`src/sv/attb_pkg.sv`:
```
`timescale 1ns / 1ps
// ----------------------------------------------------------------------------
// attb_pkg
// Shared constants, codes and types of the activation TTL timer bank.
// ----------------------------------------------------------------------------
package attb_pkg;

    // Table geometry
    localparam int OWNERS  = 6;
    localparam int SLOTS   = 8;
    localparam int N_CELLS = OWNERS * SLOTS;
    localparam int OWN_W   = (OWNERS > 1) ? $clog2(OWNERS) : 1;
    localparam int SLOT_W  = (SLOTS > 1) ? $clog2(SLOTS) : 1;

    // Command codes
    localparam logic [1:0] CMD_TICK     = 2'd0;
    localparam logic [1:0] CMD_ACTIVATE = 2'd1;
    localparam logic [1:0] CMD_CLEAR    = 2'd2;

    // Result codes
    localparam logic [1:0] RES_ADD     = 2'd0;
    localparam logic [1:0] RES_REMOVE  = 2'd1;
    localparam logic [1:0] RES_REFRESH = 2'd2;
    localparam logic [1:0] RES_DONE    = 2'd3;

    // Configuration register indexes
    localparam logic CFG_WORLD_COUNT = 1'b0;
    localparam logic CFG_ACT_TTL     = 1'b1;

    // Controller states
    typedef enum logic [1:0] {
        ST_IDLE,
        ST_WALK,
        ST_DONE
    } t_state;

    // Ring control from the controller to the cell row
    typedef struct packed {
        logic shift;
        logic clear;
    } t_ring_ctl;

endpackage

```
`src/sv/attb_in_if.sv`:
```
`timescale 1ns / 1ps
`default_nettype none
// ----------------------------------------------------------------------------
// attb_in_if
// Command channel: valid/ready handshake with the command payload.
// ----------------------------------------------------------------------------
interface attb_in_if;
    logic        valid;
    logic        ready;
    logic [1:0]  cmd;
    logic [2:0]  owner;
    logic [2:0]  slot;
    logic [31:0] elapsed_ms;

    modport source (output valid, output cmd, output owner, output slot,
                    output elapsed_ms, input ready);
    modport sink   (input valid, input cmd, input owner, input slot,
                    input elapsed_ms, output ready);
endinterface
`default_nettype wire

```
`src/sv/attb_out_if.sv`:
```
`timescale 1ns / 1ps
`default_nettype none
// ----------------------------------------------------------------------------
// attb_out_if
// Event channel: valid/ready handshake with one event result.
// ----------------------------------------------------------------------------
interface attb_out_if;
    logic       valid;
    logic       ready;
    logic [1:0] event_res;
    logic [2:0] event_owner;
    logic [2:0] event_slot;
    logic       last;

    modport source (output valid, output event_res, output event_owner,
                    output event_slot, output last, input ready);
    modport sink   (input valid, input event_res, input event_owner,
                    input event_slot, input last, output ready);
endinterface
`default_nettype wire

```
`src/sv/attb_cell.sv`:
```
`timescale 1ns / 1ps
`default_nettype none
// ----------------------------------------------------------------------------
// attb_cell
// One timer of the ring: holds 8 bits, takes its neighbor's value on shift.
// ----------------------------------------------------------------------------
module attb_cell (
    input  wire                       i_clk,
    input  wire                       i_rst_n,
    input  wire attb_pkg::t_ring_ctl  i_ctl,
    input  wire  [7:0]                i_d,
    output logic [7:0]                o_q
);
    import attb_pkg::*;

    logic [7:0] r_ttl;

    // Timer storage; clear wins over shift
    always_ff @(posedge i_clk) begin
        if (!i_rst_n) begin
            r_ttl <= 8'd0;
        end else if (i_ctl.clear) begin
            r_ttl <= 8'd0;
        end else if (i_ctl.shift) begin
            r_ttl <= i_d;
        end
    end

    assign o_q = r_ttl;

endmodule
`default_nettype wire

```
`src/sv/attb_ctrl.sv`:
```
`timescale 1ns / 1ps
`default_nettype none
// ----------------------------------------------------------------------------
// attb_ctrl
// Command sequencer: walks the ring once per tick or valid activate, updates the
// timer at the ring head and queues events into the output register.
// ----------------------------------------------------------------------------
module attb_ctrl (
    input  wire                  i_clk,
    input  wire                  i_rst_n,
    attb_in_if.sink              i_in,
    attb_out_if.source           o_out,
    input  wire  [3:0]           i_world_count,
    input  wire  [7:0]           i_act_ttl,
    input  wire  [7:0]           i_head,
    output logic [7:0]           o_feed,
    output attb_pkg::t_ring_ctl  o_ring
);
    import attb_pkg::*;

    t_state              r_state, n_state;
    logic [OWN_W-1:0]    r_owner;
    logic [SLOT_W-1:0]   r_slot;
    logic                r_is_tick;
    logic [31:0]         r_elapsed;
    logic [2:0]          r_act_owner;
    logic [2:0]          r_act_slot;

    logic                r_out_valid;
    logic [1:0]          r_out_res;
    logic [2:0]          r_out_owner;
    logic [2:0]          r_out_slot;
    logic                r_out_last;

    logic [3:0]          w_used;
    logic                w_accept;
    logic                w_act_ok;
    logic                w_in_use;
    logic                w_expire;
    logic                w_match;
    logic                w_emit;
    logic                w_out_free;
    logic                w_step;
    logic                w_last_pos;
    logic                w_load;
    logic [1:0]          w_load_res;
    logic                w_load_last;
    logic                w_load_pos;

    // Slots in use, limited to the table width
    assign w_used = (i_world_count > 4'(SLOTS)) ? 4'(SLOTS) : i_world_count;

    assign w_accept   = i_in.valid && i_in.ready;
    assign w_act_ok   = (i_in.owner < 3'(OWNERS)) && (4'(i_in.slot) < w_used);
    assign w_out_free = !r_out_valid || o_out.ready;

    // Head-of-ring evaluation
    assign w_in_use = 4'(r_slot) < w_used;
    assign w_expire = r_is_tick && w_in_use && (i_head != 8'd0) &&
                      ((r_elapsed[31:8] != 24'd0) || (r_elapsed[7:0] >= i_head));
    assign w_match  = !r_is_tick && (3'(r_owner) == r_act_owner) &&
                      (4'(r_slot) == 4'(r_act_slot));
    assign w_last_pos = (r_owner == OWN_W'(OWNERS - 1)) &&
                        (r_slot == SLOT_W'(SLOTS - 1));

    always_comb begin
        o_feed = i_head;
        if (r_is_tick) begin
            if (w_expire) begin
                o_feed = 8'd0;
            end else if (w_in_use && (i_head != 8'd0)) begin
                o_feed = i_head - r_elapsed[7:0];
            end
        end else if (w_match) begin
            o_feed = i_act_ttl;
        end
    end

    assign w_emit = (r_state == ST_WALK) && (w_expire || w_match);
    assign w_step = !w_emit || w_out_free;

    // Next state
    always_comb begin
        n_state = r_state;
        case (r_state)
            ST_IDLE: begin
                if (w_accept) begin
                    if ((i_in.cmd == CMD_TICK) ||
                        ((i_in.cmd == CMD_ACTIVATE) && w_act_ok)) begin
                        n_state = ST_WALK;
                    end else begin
                        n_state = ST_DONE;
                    end
                end
            end
            ST_WALK: begin
                if (w_step && w_last_pos) begin
                    n_state = r_is_tick ? ST_DONE : ST_IDLE;
                end
            end
            ST_DONE: begin
                if (w_out_free) begin
                    n_state = ST_IDLE;
                end
            end
            default: n_state = ST_IDLE;
        endcase
    end

    // State outputs
    always_comb begin
        i_in.ready   = 1'b0;
        o_ring.shift = 1'b0;
        o_ring.clear = 1'b0;
        w_load       = 1'b0;
        w_load_res   = RES_DONE;
        w_load_last  = 1'b1;
        w_load_pos   = 1'b0;
        case (r_state)
            ST_IDLE: begin
                // ready is always high here, so valid alone marks a transfer
                i_in.ready   = 1'b1;
                o_ring.clear = i_in.valid && (i_in.cmd == CMD_CLEAR);
            end
            ST_WALK: begin
                o_ring.shift = w_step;
                w_load       = w_emit && w_out_free;
                w_load_pos   = 1'b1;
                if (w_expire) begin
                    w_load_res  = RES_REMOVE;
                    w_load_last = 1'b0;
                end else begin
                    w_load_res  = (i_head == 8'd0) ? RES_ADD : RES_REFRESH;
                    w_load_last = 1'b1;
                end
            end
            ST_DONE: begin
                w_load = w_out_free;
            end
            default: begin
                i_in.ready = 1'b0;
            end
        endcase
    end

    // Sequencer registers
    always_ff @(posedge i_clk) begin
        if (!i_rst_n) begin
            r_state <= ST_IDLE;
            r_owner <= '0;
            r_slot  <= '0;
        end else begin
            r_state <= n_state;
            if (w_accept) begin
                r_owner <= '0;
                r_slot  <= '0;
            end else if ((r_state == ST_WALK) && w_step) begin
                if (r_slot == SLOT_W'(SLOTS - 1)) begin
                    r_slot  <= '0;
                    r_owner <= r_owner + OWN_W'(1);
                end else begin
                    r_slot <= r_slot + SLOT_W'(1);
                end
            end
        end
    end

    // Command capture
    always_ff @(posedge i_clk) begin
        if (w_accept) begin
            r_is_tick   <= (i_in.cmd == CMD_TICK);
            r_elapsed   <= i_in.elapsed_ms;
            r_act_owner <= i_in.owner;
            r_act_slot  <= i_in.slot;
        end
    end

    // Output register
    always_ff @(posedge i_clk) begin
        if (!i_rst_n) begin
            r_out_valid <= 1'b0;
        end else if (w_load) begin
            r_out_valid <= 1'b1;
        end else if (o_out.ready) begin
            r_out_valid <= 1'b0;
        end
    end

    always_ff @(posedge i_clk) begin
        if (w_load) begin
            r_out_res   <= w_load_res;
            r_out_last  <= w_load_last;
            r_out_owner <= w_load_pos ? 3'(r_owner) : 3'd0;
            r_out_slot  <= w_load_pos ? 3'(r_slot) : 3'd0;
        end
    end

    assign o_out.valid       = r_out_valid;
    assign o_out.event_res   = r_out_res;
    assign o_out.event_owner = r_out_owner;
    assign o_out.event_slot  = r_out_slot;
    assign o_out.last        = r_out_last;

endmodule
`default_nettype wire

```
`src/sv/activation_ttl_timer_bank.sv`:
```
`timescale 1ns / 1ps
`default_nettype none
// ----------------------------------------------------------------------------
// activation_ttl_timer_bank
// Bank of 8-bit countdown timers, one per owner and slot, held in a ring of
// cells that rotates past a single update unit.
//
// Commands arrive on i_in (tick, activate, clear); events leave on o_out,
// one or more per command, the final one flagged by last.
// A tick or a valid activate rotates the full ring of 48 cells once, one
// cell per cycle unless o_out stalls, through the update unit at the ring
// head. An activate presents its event as the addressed entry passes the
// head. A tick, a clear and an ignored command each end with a done
// event. No new command is taken until the current one has loaded its
// last event and any walk has ended. Removes of a tick come out in
// owner-major, then slot, order, followed by a done event. A valid
// activate gives one add or refresh event. When o_out stalls with an
// event pending, the ring holds its position until the event is
// transferred.
// Reset zeroes all timers, sets world_count to 0 and activation_ttl to 255.
// Configuration is written through i_cfg_we/i_cfg_idx/i_cfg_data; the user
// must do so only while idle, which the block itself does not enforce.
// ----------------------------------------------------------------------------
module activation_ttl_timer_bank (
    input  wire        i_clk,
    input  wire        i_rst_n,
    attb_in_if.sink    i_in,
    attb_out_if.source o_out,
    input  wire        i_cfg_we,
    input  wire        i_cfg_idx,
    input  wire  [7:0] i_cfg_data
);
    import attb_pkg::*;

    logic [3:0]  r_world_count;
    logic [7:0]  r_act_ttl;
    logic [7:0]  w_q [N_CELLS];
    logic [7:0]  w_feed;
    t_ring_ctl   w_ring;

    // Configuration registers
    always_ff @(posedge i_clk) begin
        if (!i_rst_n) begin
            r_world_count <= 4'd0;
            r_act_ttl     <= 8'd255;
        end else if (i_cfg_we) begin
            case (i_cfg_idx)
                CFG_WORLD_COUNT: r_world_count <= i_cfg_data[3:0];
                CFG_ACT_TTL:     r_act_ttl     <= i_cfg_data;
                default:         r_act_ttl     <= r_act_ttl;
            endcase
        end
    end

    // Ring of timer cells; entry i sits in cell N_CELLS-1-i at rest
    for (genvar k = 0; k < N_CELLS; k++) begin : g_cell
        if (k == 0) begin : g_head
            attb_cell u_cell (
                .i_clk   (i_clk),
                .i_rst_n (i_rst_n),
                .i_ctl   (w_ring),
                .i_d     (w_feed),
                .o_q     (w_q[k])
            );
        end else begin : g_body
            attb_cell u_cell (
                .i_clk   (i_clk),
                .i_rst_n (i_rst_n),
                .i_ctl   (w_ring),
                .i_d     (w_q[k-1]),
                .o_q     (w_q[k])
            );
        end
    end

    // Sequencer and update unit
    attb_ctrl u_ctrl (
        .i_clk         (i_clk),
        .i_rst_n       (i_rst_n),
        .i_in          (i_in),
        .o_out         (o_out),
        .i_world_count (r_world_count),
        .i_act_ttl     (r_act_ttl),
        .i_head        (w_q[N_CELLS-1]),
        .o_feed        (w_feed),
        .o_ring        (w_ring)
    );

endmodule
`default_nettype wire

```
`src/flat_wrapper.sv`:
```
// flat-port wrapper written by rule: the top's interface ports become plain ports
module activation_ttl_timer_bank_flat import attb_pkg::*;
  (i_clk, i_rst_n, i_cfg_we, i_cfg_idx, i_cfg_data, i_in_valid, i_in_cmd, i_in_owner, i_in_slot, i_in_elapsed_ms, i_in_ready, o_out_valid, o_out_event_res, o_out_event_owner, o_out_event_slot, o_out_last, o_out_ready);
  attb_in_if i_in_i ();
  attb_out_if o_out_i ();
  input  wire i_clk;
  input  wire i_rst_n;
  input  wire i_cfg_we;
  input  wire i_cfg_idx;
  input  wire  [7:0] i_cfg_data;
  input wire logic [$bits(i_in_i.valid)-1:0] i_in_valid;
  input wire logic [$bits(i_in_i.cmd)-1:0] i_in_cmd;
  input wire logic [$bits(i_in_i.owner)-1:0] i_in_owner;
  input wire logic [$bits(i_in_i.slot)-1:0] i_in_slot;
  input wire logic [$bits(i_in_i.elapsed_ms)-1:0] i_in_elapsed_ms;
  output wire logic [$bits(i_in_i.ready)-1:0] i_in_ready;
  output wire logic [$bits(o_out_i.valid)-1:0] o_out_valid;
  output wire logic [$bits(o_out_i.event_res)-1:0] o_out_event_res;
  output wire logic [$bits(o_out_i.event_owner)-1:0] o_out_event_owner;
  output wire logic [$bits(o_out_i.event_slot)-1:0] o_out_event_slot;
  output wire logic [$bits(o_out_i.last)-1:0] o_out_last;
  input wire logic [$bits(o_out_i.ready)-1:0] o_out_ready;
  assign i_in_i.valid = i_in_valid;
  assign i_in_i.cmd = i_in_cmd;
  assign i_in_i.owner = i_in_owner;
  assign i_in_i.slot = i_in_slot;
  assign i_in_i.elapsed_ms = i_in_elapsed_ms;
  assign i_in_ready = i_in_i.ready;
  assign o_out_valid = o_out_i.valid;
  assign o_out_event_res = o_out_i.event_res;
  assign o_out_event_owner = o_out_i.event_owner;
  assign o_out_event_slot = o_out_i.event_slot;
  assign o_out_last = o_out_i.last;
  assign o_out_i.ready = o_out_ready;
  activation_ttl_timer_bank u_core (.i_clk(i_clk), .i_rst_n(i_rst_n), .i_in(i_in_i), .o_out(o_out_i), .i_cfg_we(i_cfg_we), .i_cfg_idx(i_cfg_idx), .i_cfg_data(i_cfg_data));
endmodule
```
`config.mk`:
```
export PLATFORM = sky130hd
export DESIGN_NAME = activation_ttl_timer_bank_flat
export DESIGN_NICKNAME = d
export VERILOG_FILES = /design/src/sv/attb_pkg.sv /design/src/sv/attb_in_if.sv /design/src/sv/attb_out_if.sv /design/src/sv/attb_cell.sv /design/src/sv/attb_ctrl.sv /design/src/sv/activation_ttl_timer_bank.sv /design/src/flat_wrapper.sv
export SDC_FILE = /design/constraint.sdc
export NUM_CORES = 1
export LEC_CHECK = 0
export ABC_CLOCK_PERIOD_IN_PS = 5900
export BUFFER_PORTS_ARGS = -buffer_cell sky130_fd_sc_hd__buf_2
export CORE_ASPECT_RATIO = 0.5
export CORE_UTILIZATION = 45
export CTS_BUF_LIST = sky130_fd_sc_hd__clkbuf_16
export DETAILED_ROUTE_END_ITERATION = 8
export SETUP_SLACK_MARGIN = 0.05
export SLEW_MARGIN = 20
export SYNTH_ARGS = -nofsm -noshare
export SYNTH_HDL_FRONTEND = slang
export SYNTH_SLANG_ARGS = --single-unit
```
`constraint.sdc`:
```
create_clock -name i_clk -period 5.9 [get_ports i_clk]
set_clock_uncertainty 0.1 [all_clocks]
set_input_delay 0.295 -clock i_clk [delete_from_list [all_inputs] [get_ports i_clk]]
set_output_delay 0.295 -clock i_clk [all_outputs]
set_load 0.02 [all_outputs]
```
==> results of run 1 <==
## power groups by stage
stage	clock (mW)	sequential (mW)	combinational (mW)
after floorplan	0	3.26	0.351
after global placement	0	3.26	0.473
after detailed placement	0	3.27	0.469
after CTS	2.57	3.20	0.500
after global routing	2.69	3.20	0.547
final	2.49	3.20	0.494
## metrics by stage
stage / instances / instance area [sq um] / hold slack (ns)
floorplan: 1972 / 16500 / 0.294
global placement: 2403 / 17000 / 0.338
detailed placement: 2403 / 17000 / 0.341
CTS: 2535 / 18800 / 0.0186
global route: 2535 / 18800 / 0.0581
finish: 2535 / 18800 / 0.0363
## logic make-up after synthesis
kind of cell | after synthesis | synth area share (%)
AO/OA/AOI/OAI | 435 | 14.0
XOR/XNOR | 11 | 0.584
adder cells (fa/ha/maj) | 20 | 1.56
buffers and inverters | 154 | 4.23
flip-flops | 453 | 57.9
multiplexers | 11 | 0.668
AND/OR/NAND/NOR | 888 | 21.0
## registers in the layout (all words and copies together), names as in the netlist, 3 cells and up
name / cells
u_core.g_cell.g_body.u_cell.o_q: 376
u_core.u_ctrl.r_elapsed: 32
u_core.g_cell.g_head.u_cell.o_q: 8
u_core.r_act_ttl: 8
u_core.r_world_count: 4
u_core.u_ctrl.o_out.event_owner: 3
u_core.u_ctrl.o_out.event_slot: 3
u_core.u_ctrl.r_act_owner: 3
u_core.u_ctrl.r_act_slot: 3
u_core.u_ctrl.r_owner: 3
u_core.u_ctrl.r_slot: 3
## layout by cell type (no fill, tap or decap), types with 5 or more instances in the layout
cell	instances
buf_4	12
nand2_1	800
edfxtp_1	48
a211oi_1	11
nor2_1	32
nor3_1	5
dfxtp_1	405
a21oi_1	386
o21ai_0	12
buf_2	64
buf_12	7
xor2_1	6
mux2i_1	11
and2_1	9
xnor2_1	5
nor4_1	10
clkinv_1	10
nand3_1	13
clkinv_2	6
inv_1	32
dlygate4sd3_1	56
ha_1	19
clkbuf_16	43
## critical path, stage by stage, from the launching register on
cell and delay (ns):
edfxtp_1 0.54, nor4_1 0.35, nand4_1 0.53, o21ai_1 0.57, a21o_4 0.55, buf_4 0.48
nand2_1 0.11, a21oi_1 0.14
## worst max-delay path by stage
stage,start,to,slack (ns)
floorplan,u_core.g_cell[47].g_body.u_cell.o_q[0],u_core.u_ctrl.o_out.event_owner[0],3.31
global placement,u_core.g_cell[47].g_body.u_cell.o_q[0],u_core.g_cell[37].g_body.u_cell.o_q[4],2.40
detailed placement,u_core.g_cell[47].g_body.u_cell.o_q[0],u_core.g_cell[37].g_body.u_cell.o_q[4],2.43
CTS,u_core.g_cell[47].g_body.u_cell.o_q[0],u_core.g_cell[37].g_body.u_cell.o_q[4],2.39
global route,u_core.u_ctrl.r_is_tick,u_core.g_cell[14].g_body.u_cell.o_q[3],2.10
finish,u_core.u_ctrl.r_is_tick,u_core.g_cell[13].g_body.u_cell.o_q[0],2.39
## area by class of cell
| class | count | area, sq um | share of cell area (%) |
|---|---|---|---|
| sequential | 453 | 9550 | 50.7 |
| multi-input combinational | 1365 | 6270 | 33.3 |
| timing repair buffer | 139 | 1110 | 5.89 |
| clock buffer | 43 | 1080 | 5.71 |
| tap | 484 | 606 | 3.21 |
| clock inverter | 33 | 168 | 0.890 |
| inverter | 18 | 67.6 | 0.358 |
## routing by layer
| metal | track usage (%) | wire length [um] |
|---|---|---|
| met3 | 3.49 | 1140 |
| met5 | 0 | 0 |
| met4 | 4.62 | 546 |
| met1 | 24.4 | 16800 |
| met2 | 26.4 | 14200 |
## cells in the mapped netlist (2+ instances only)
library cell	instances
a211oi_1	11
a21o_1	2
a21oi_1	386
a21oi_2	2
and2_1	9
and3_1	2
buf_1	2
buf_2	56
buf_4	11
clkbuf_1	66
dfxtp_1	405
edfxtp_1	48
ha_1	19
inv_1	18
mux2i_1	11
nand2_1	800
nand2b_1	3
nand3_1	13
nand4_1	4
nor2_1	32
nor2b_1	2
nor3_1	5
nor4_1	10
o2111ai_1	2
o21a_1	2
o21ai_0	12
o21ai_1	2
o31ai_4	2
or3_1	4
xnor2_1	5
xor2_1	6
## repair_timing
item                      CTS  global route
hold buffers               56             0
gates resized for setup     0             0
hold endpoints to repair   51             0
==> impl_results.md, run 1 <==
* Status: completed
* Post-synthesis sequential area ratio at 57.9%
* CP startpoint kind: flop
* Setup Total Neg Slack at 0 ns
* Largest net degree at the start of global routing at 150
* Slew margin rel. at between 30% and 40%
* Place WS at approximately 2.4 ns
* CTS tree: built
* Largest cells by area after synthesis: dfxtp_1 (49%), nand2_1 (18%), a21oi_1 (12%)
* Initial drt markers at 940
* Fin crit share at approximately 60%
* Max-cap viol count at 0
* Worst Path Required at about 6.3 ns
* Row count at 49
* Vias in the first global route at about 11000
* CTS Buf Count at ~40
* Clock Power Share at between 40% and 50%
* Initial core utilization at 45.8%
* Clk sinks at between 400 and 500
* Clk_lat worst skew at approximately 0.54 ns
* Slew @ Worst Pin at between 1 and 1.5 ns
* GPL Wtd Cong at between 0.8 and 0.9
* Synthesized instance count at approximately 2000
* WL final at between 30 and 40 mm
* Logic gate share of total power at about 8.0%
* WL per Instance at between 10 and 15 um
* YS warnings at 0
* Maximum VDD drop at ~0.00022 V
* Switching share of power at 24.6%
* CP Max Fanout at 57
* Worst Setup End Kind: flop
* Gr usage total at between 15 and 20%
* Post-synth EDFFs at between 40 and 50
* Final Util at a little over half
* Die height at approximately 140 um
* Share of cells above drive strength 1 at under 10%
* Area Growth Syn to Fin at 14.3%
* Port Buffer Count at 64
* Ys flop type: dfxtp_1
* CTS H-tree lvls at 2
* Post-synthesis net count at about 2000
* Residual DRC count at 0
* Async SR Flop Fraction at 0%
* Root Buffer: clkbuf_16
* Longest Clk Path Bufs at 3
* PnR Total Power at a little over 6 mW
* Routed Antenna Nets at 0
* Max Fclk at 0.285 GHz
* R2R cell count at 7
* Seq pwr share at 51.7%
* Worst r2r src: u_core.u_ctrl.r_is_tick
* P_sw at roughly 1.5 mW
* RSZ-0062 raised after global routing: false
* Yosys reg bits at between 400 and 500
* Final Hold Viols at 0
* Critical Path AT at between 3 and 4 ns
* First-pass GRT wire length at ~54 mm
* Nets at ~2100
* Layout fillers at ~3400
* Worst reg-to-reg setup slack at 2.39 ns
* Die Width at 273 um
* Power Internal at ~4.7 mW
* Ant. Diodes at 0
* Vias/cell at approximately 4.9
* Synth cell types at 51
* Initial antenna violation count at 0
* Total Die Area at roughly 37000 sq um
* IO Pins at 65
* Post-CTS setup buffers at 0
* Congestion Overflow GR at 0
* Setup WS post-layout at roughly 2.4 ns
* Pwr/cell area at 328 nW/um^2
* Hold WC Path Type: in -> reg
* Syn Area/Cell at 8.36 sq um
* Hold path cells at 3
* Max Slew Vio Count at 0
* Via count at about 13000
* Final setup viols at 0
* Reg clk slew, reported paths at 0.06 ns
* Cell taking the most area after synthesis: dfxtp_1
* Pre-Repair DR Iteration Count at 5
* Hold endpoint: u_core.u_ctrl.o_out.valid
* R2R Path End: u_core.g_cell[13].g_body.u_cell.o_q[0]
* Core area at roughly 36000 sq um
* Fin crit period at 3.51 ns
* Dpl hpwl at around 19 mm
* Crit Path Class: reg -> reg
* P_leak at between 6 and 7 nW
* Synth top area share at slightly below 50%
* Post-Syn Area at between 15000 and 20000 sq um
* Hold path startpoint: i_rst_n
Power figures use the tool's default switching activity.
==> run 2, diff against run 1 <==
--- a/config.mk
+++ b/config.mk
@@ -5,7 +5,7 @@
 export SDC_FILE = /design/constraint.sdc
 export NUM_CORES = 1
 export LEC_CHECK = 0
-export ABC_CLOCK_PERIOD_IN_PS = 5900
+export ABC_CLOCK_PERIOD_IN_PS = 3300
 export BUFFER_PORTS_ARGS = -buffer_cell sky130_fd_sc_hd__buf_2
 export CORE_ASPECT_RATIO = 0.5
 export CORE_UTILIZATION = 45
==> constraint.sdc (replaced) <==
create_clock -name i_clk -period 3.3 [get_ports i_clk]
set_clock_uncertainty 0.1 [all_clocks]
set_input_delay 0.165 -clock i_clk [delete_from_list [all_inputs] [get_ports i_clk]]
set_output_delay 0.165 -clock i_clk [all_outputs]
set_load 0.02 [all_outputs]
==> run 2 against run 1 <==
Die area is the same. Hold slack got worse by 0.0094 ns. Worst setup slack got worse by 2.0 ns. Via count about the same. Non-clock buffer count is 25 higher. Register-to-register slack got worse by 2.0 ns. Clock power rose by 79%. Count of clock-buffer cells in the layout decreased by 1. Critical endpoint is now u_core.g_cell[44].g_body.u_cell.o_q[0]. Largest cell class unchanged.
==> impl_results.md, run 2 (synthesis results as in run 1) <==
* Status: completed
* Initial drt markers at 987 (+5.0%)
* Max Slew Vio Count at 0 (unchanged)
* Crit Path Class: reg -> reg
* WL final at 33.8 mm (+3.7%)
* Worst r2r src: u_core.g_cell[47].g_body.u_cell.o_q[0]
* Port Buffer Count at 64 (unchanged)
* Routed Antenna Nets at 0 (unchanged)
* Die height at 137 um (unchanged)
* CTS Buf Count at 41 (unchanged)
* Pre-Repair DR Iteration Count at 5 (unchanged)
* Worst setup path endpoint: u_core.g_cell[44].g_body.u_cell.o_q[0]
* Critical path's slowest cell: fa_1
* Row count at 49 (unchanged)
* Hold WC Path Type: in -> reg
* Clk_lat worst skew at 0.56 ns (+0.02 ns)
* Vias/cell at 4.91 (-0.74%)
* Dpl hpwl at 20.1 mm (+6.1%)
* Crit path cell chain: inv_1 > ha_1 > fa_1 > nor2b_4 > o31ai_4 > a21oi_2 > o31ai_4 > a21oi_4 > buf_12 > buf_12 > nand2_1 > a21oi_1
* Setup Total Neg Slack at 0 ns (unchanged)
* Residual DRC count at 0 (unchanged)
* Core area at 36000 sq um (unchanged)
* Critical Path AT at 3.29 ns (-0.59 ns)
* R2R cell count at 12 (+5)
* Via count at 12500 (-0.032%)
* Fin crit period at 2.91 ns (-0.600 ns)
* Total Die Area at 37500 sq um (unchanged)
* Most frequent cells in the layout: nand2_1 (800), dfxtp_1 (405), a21oi_1 (386)
* Reg clk slew, reported paths at 0.07 ns (about the same)
* Nets at 2117 (+1.2%)
* Initial core utilization at 45.8% (unchanged)
* Initial antenna violation count at 0 (unchanged)
* Slew @ Worst Pin at 1.02 ns (+0.0124 ns)
* Max-cap viol count at 0 (unchanged)
* Most common cell after layout, fill and taps aside: nand2_1
* P_leak at 6.50 nW (+2.3%)
* Ant. Diodes at 0 (unchanged)
* RSZ-0062 raised after global routing: false
* Die Width at 273 um (unchanged)
* Post-cts resize count at 0 (unchanged)
* Longest Clk Path Bufs at 3 (unchanged)
* CP startpoint kind: flop
* Worst reg-to-reg setup slack at 0.39 ns (-2.00 ns)
* Slowest cell delay on critical path at 0.44 ns (-0.13 ns)
* Area Growth Syn to Fin at 16.3%
* Largest register FFs at 376 (unchanged)
* Vias in the first global route at 11600 (+4.0%)
* CP Max Fanout at 82 (+44%)
* GPL Wtd Cong at 0.785 (-3.0%)
* Pwr/cell area at 582 nW/um^2 (+77%)
* WL per Instance at 13.2 um (+3.0%)
* Fin crit share at 88.3% (+29 points)
* Worst Path Required at 3.67 ns (-2.60 ns)
* Final setup viols at 0 (unchanged)
* CTS tree: built
* Slew margin rel. at 31.6% (-0.84 points)
* Share of cells above drive strength 1 at 8.26% (+1.1 points)
* Congestion Overflow GR at 0 (unchanged)
* Final Util at 53.3% (+0.92 points)
* Largest net degree at the start of global routing at 99 (-34%)
* Max Fclk at 0.343 GHz (+21%)
* R2R Path End: u_core.g_cell[44].g_body.u_cell.o_q[0]
* IO Pins at 65 (unchanged)
* Worst Setup End Kind: flop
* Maximum VDD drop at 0.000418 V (+94%)
* Final Hold Viols at 0 (unchanged)
* CTS H-tree lvls at 2 (unchanged)
* First-pass GRT wire length at 57.2 mm (+5.6%)
* Clk sinks at 453 (unchanged)
* Crit path from: u_core.g_cell[47].g_body.u_cell.o_q[0]
* Gr usage total at 18.2% (+1.1 points)
* Root Buffer: clkbuf_16
run 2: changes by cell type in the layout (fill, tap and decap cells not counted), moves of 2 or more:
cell / previous run / this run
clkinv_8: 0 / 2
clkinv_2: 6 / 8
clkinv_1: 10 / 4
buf_4: 12 / 21
buf_12: 7 / 19
dlygate4sd3_1: 56 / 60
inv_1: 32 / 27
run 2: worst max-delay path: cells and delay by family (launching register included):
| kind | cells | cell delay [ns] |
|---|---|---|
| compound gates | 5 | 0.81 |
| flops | 1 | 0.37 |
| fa+ha+maj | 2 | 0.64 |
| simple gates | 2 | 0.30 |
| buf+inv | 3 | 0.53 |
run 2: final cells by class:
class                      count  area (sq um)
clock inverter                27           176
inverter                      18          67.6
multi-input combinational   1365          6270
timing repair buffer         164          1460
sequential                   453          9550
clock buffer                  42          1050
tap                          484           606
fill                        3335         16800
run 2: metrics by stage:
stage | power [mW] | setup slack [ns] | hold WS (ns) | area (sq um) | cells
final | 11.2 | 0.387 | 0.0268 | 19200 | 2553
after global routing | 11.6 | 0.218 | 0.0512 | 19200 | 2553
after CTS | 11.3 | 0.425 | 0.0174 | 19200 | 2553
after detailed placement | 6.78 | 0.455 | 0.243 | 17400 | 2424
after global placement | 6.78 | 0.488 | 0.242 | 17400 | 2424
after floorplan | 6.46 | 0.708 | 0.164 | 16500 | 1972
run 2: how the worst min path moves through the flow:
stage	from	endpoint	slack, ns	depth (start not counted)
after floorplan	i_in_owner[0]	u_core.u_ctrl.r_act_owner[0]	0.16	0
after global placement	i_in_elapsed_ms[18]	u_core.u_ctrl.r_elapsed[18]	0.24	1
after detailed placement	i_in_elapsed_ms[11]	u_core.u_ctrl.r_elapsed[11]	0.24	1
after CTS	i_in_valid	u_core.u_ctrl.r_act_owner[0]	0.02	3
after global routing	i_in_valid	u_core.u_ctrl.r_act_owner[0]	0.05	3
final	i_in_valid	u_core.u_ctrl.r_act_owner[0]	0.03	3
run 2: timing repair:
| item | 4_1_cts | 5_1_grt |
|---|---|---|
| buffers inserted | 0 | 0 |
| hold buffers | 60 | 0 |
| endpoints found under the hold margin | 54 | 0 |
run 2: per-layer routing:
metal  wire length, um  vias to the layer above  track usage, %
met4               698                        0            5.06
met3              1180                       61            3.42
met2             14300                      162            27.4
met5                 0                        -               0
met1             17600                     5724            26.7
li1                  -                     6595               -
run 2: power breakdown:
part	internal (mW)	switching, mW
combinational	0.306	0.685
sequential	5.67	0.0389
clock	2.40	2.06
total	8.37	2.78
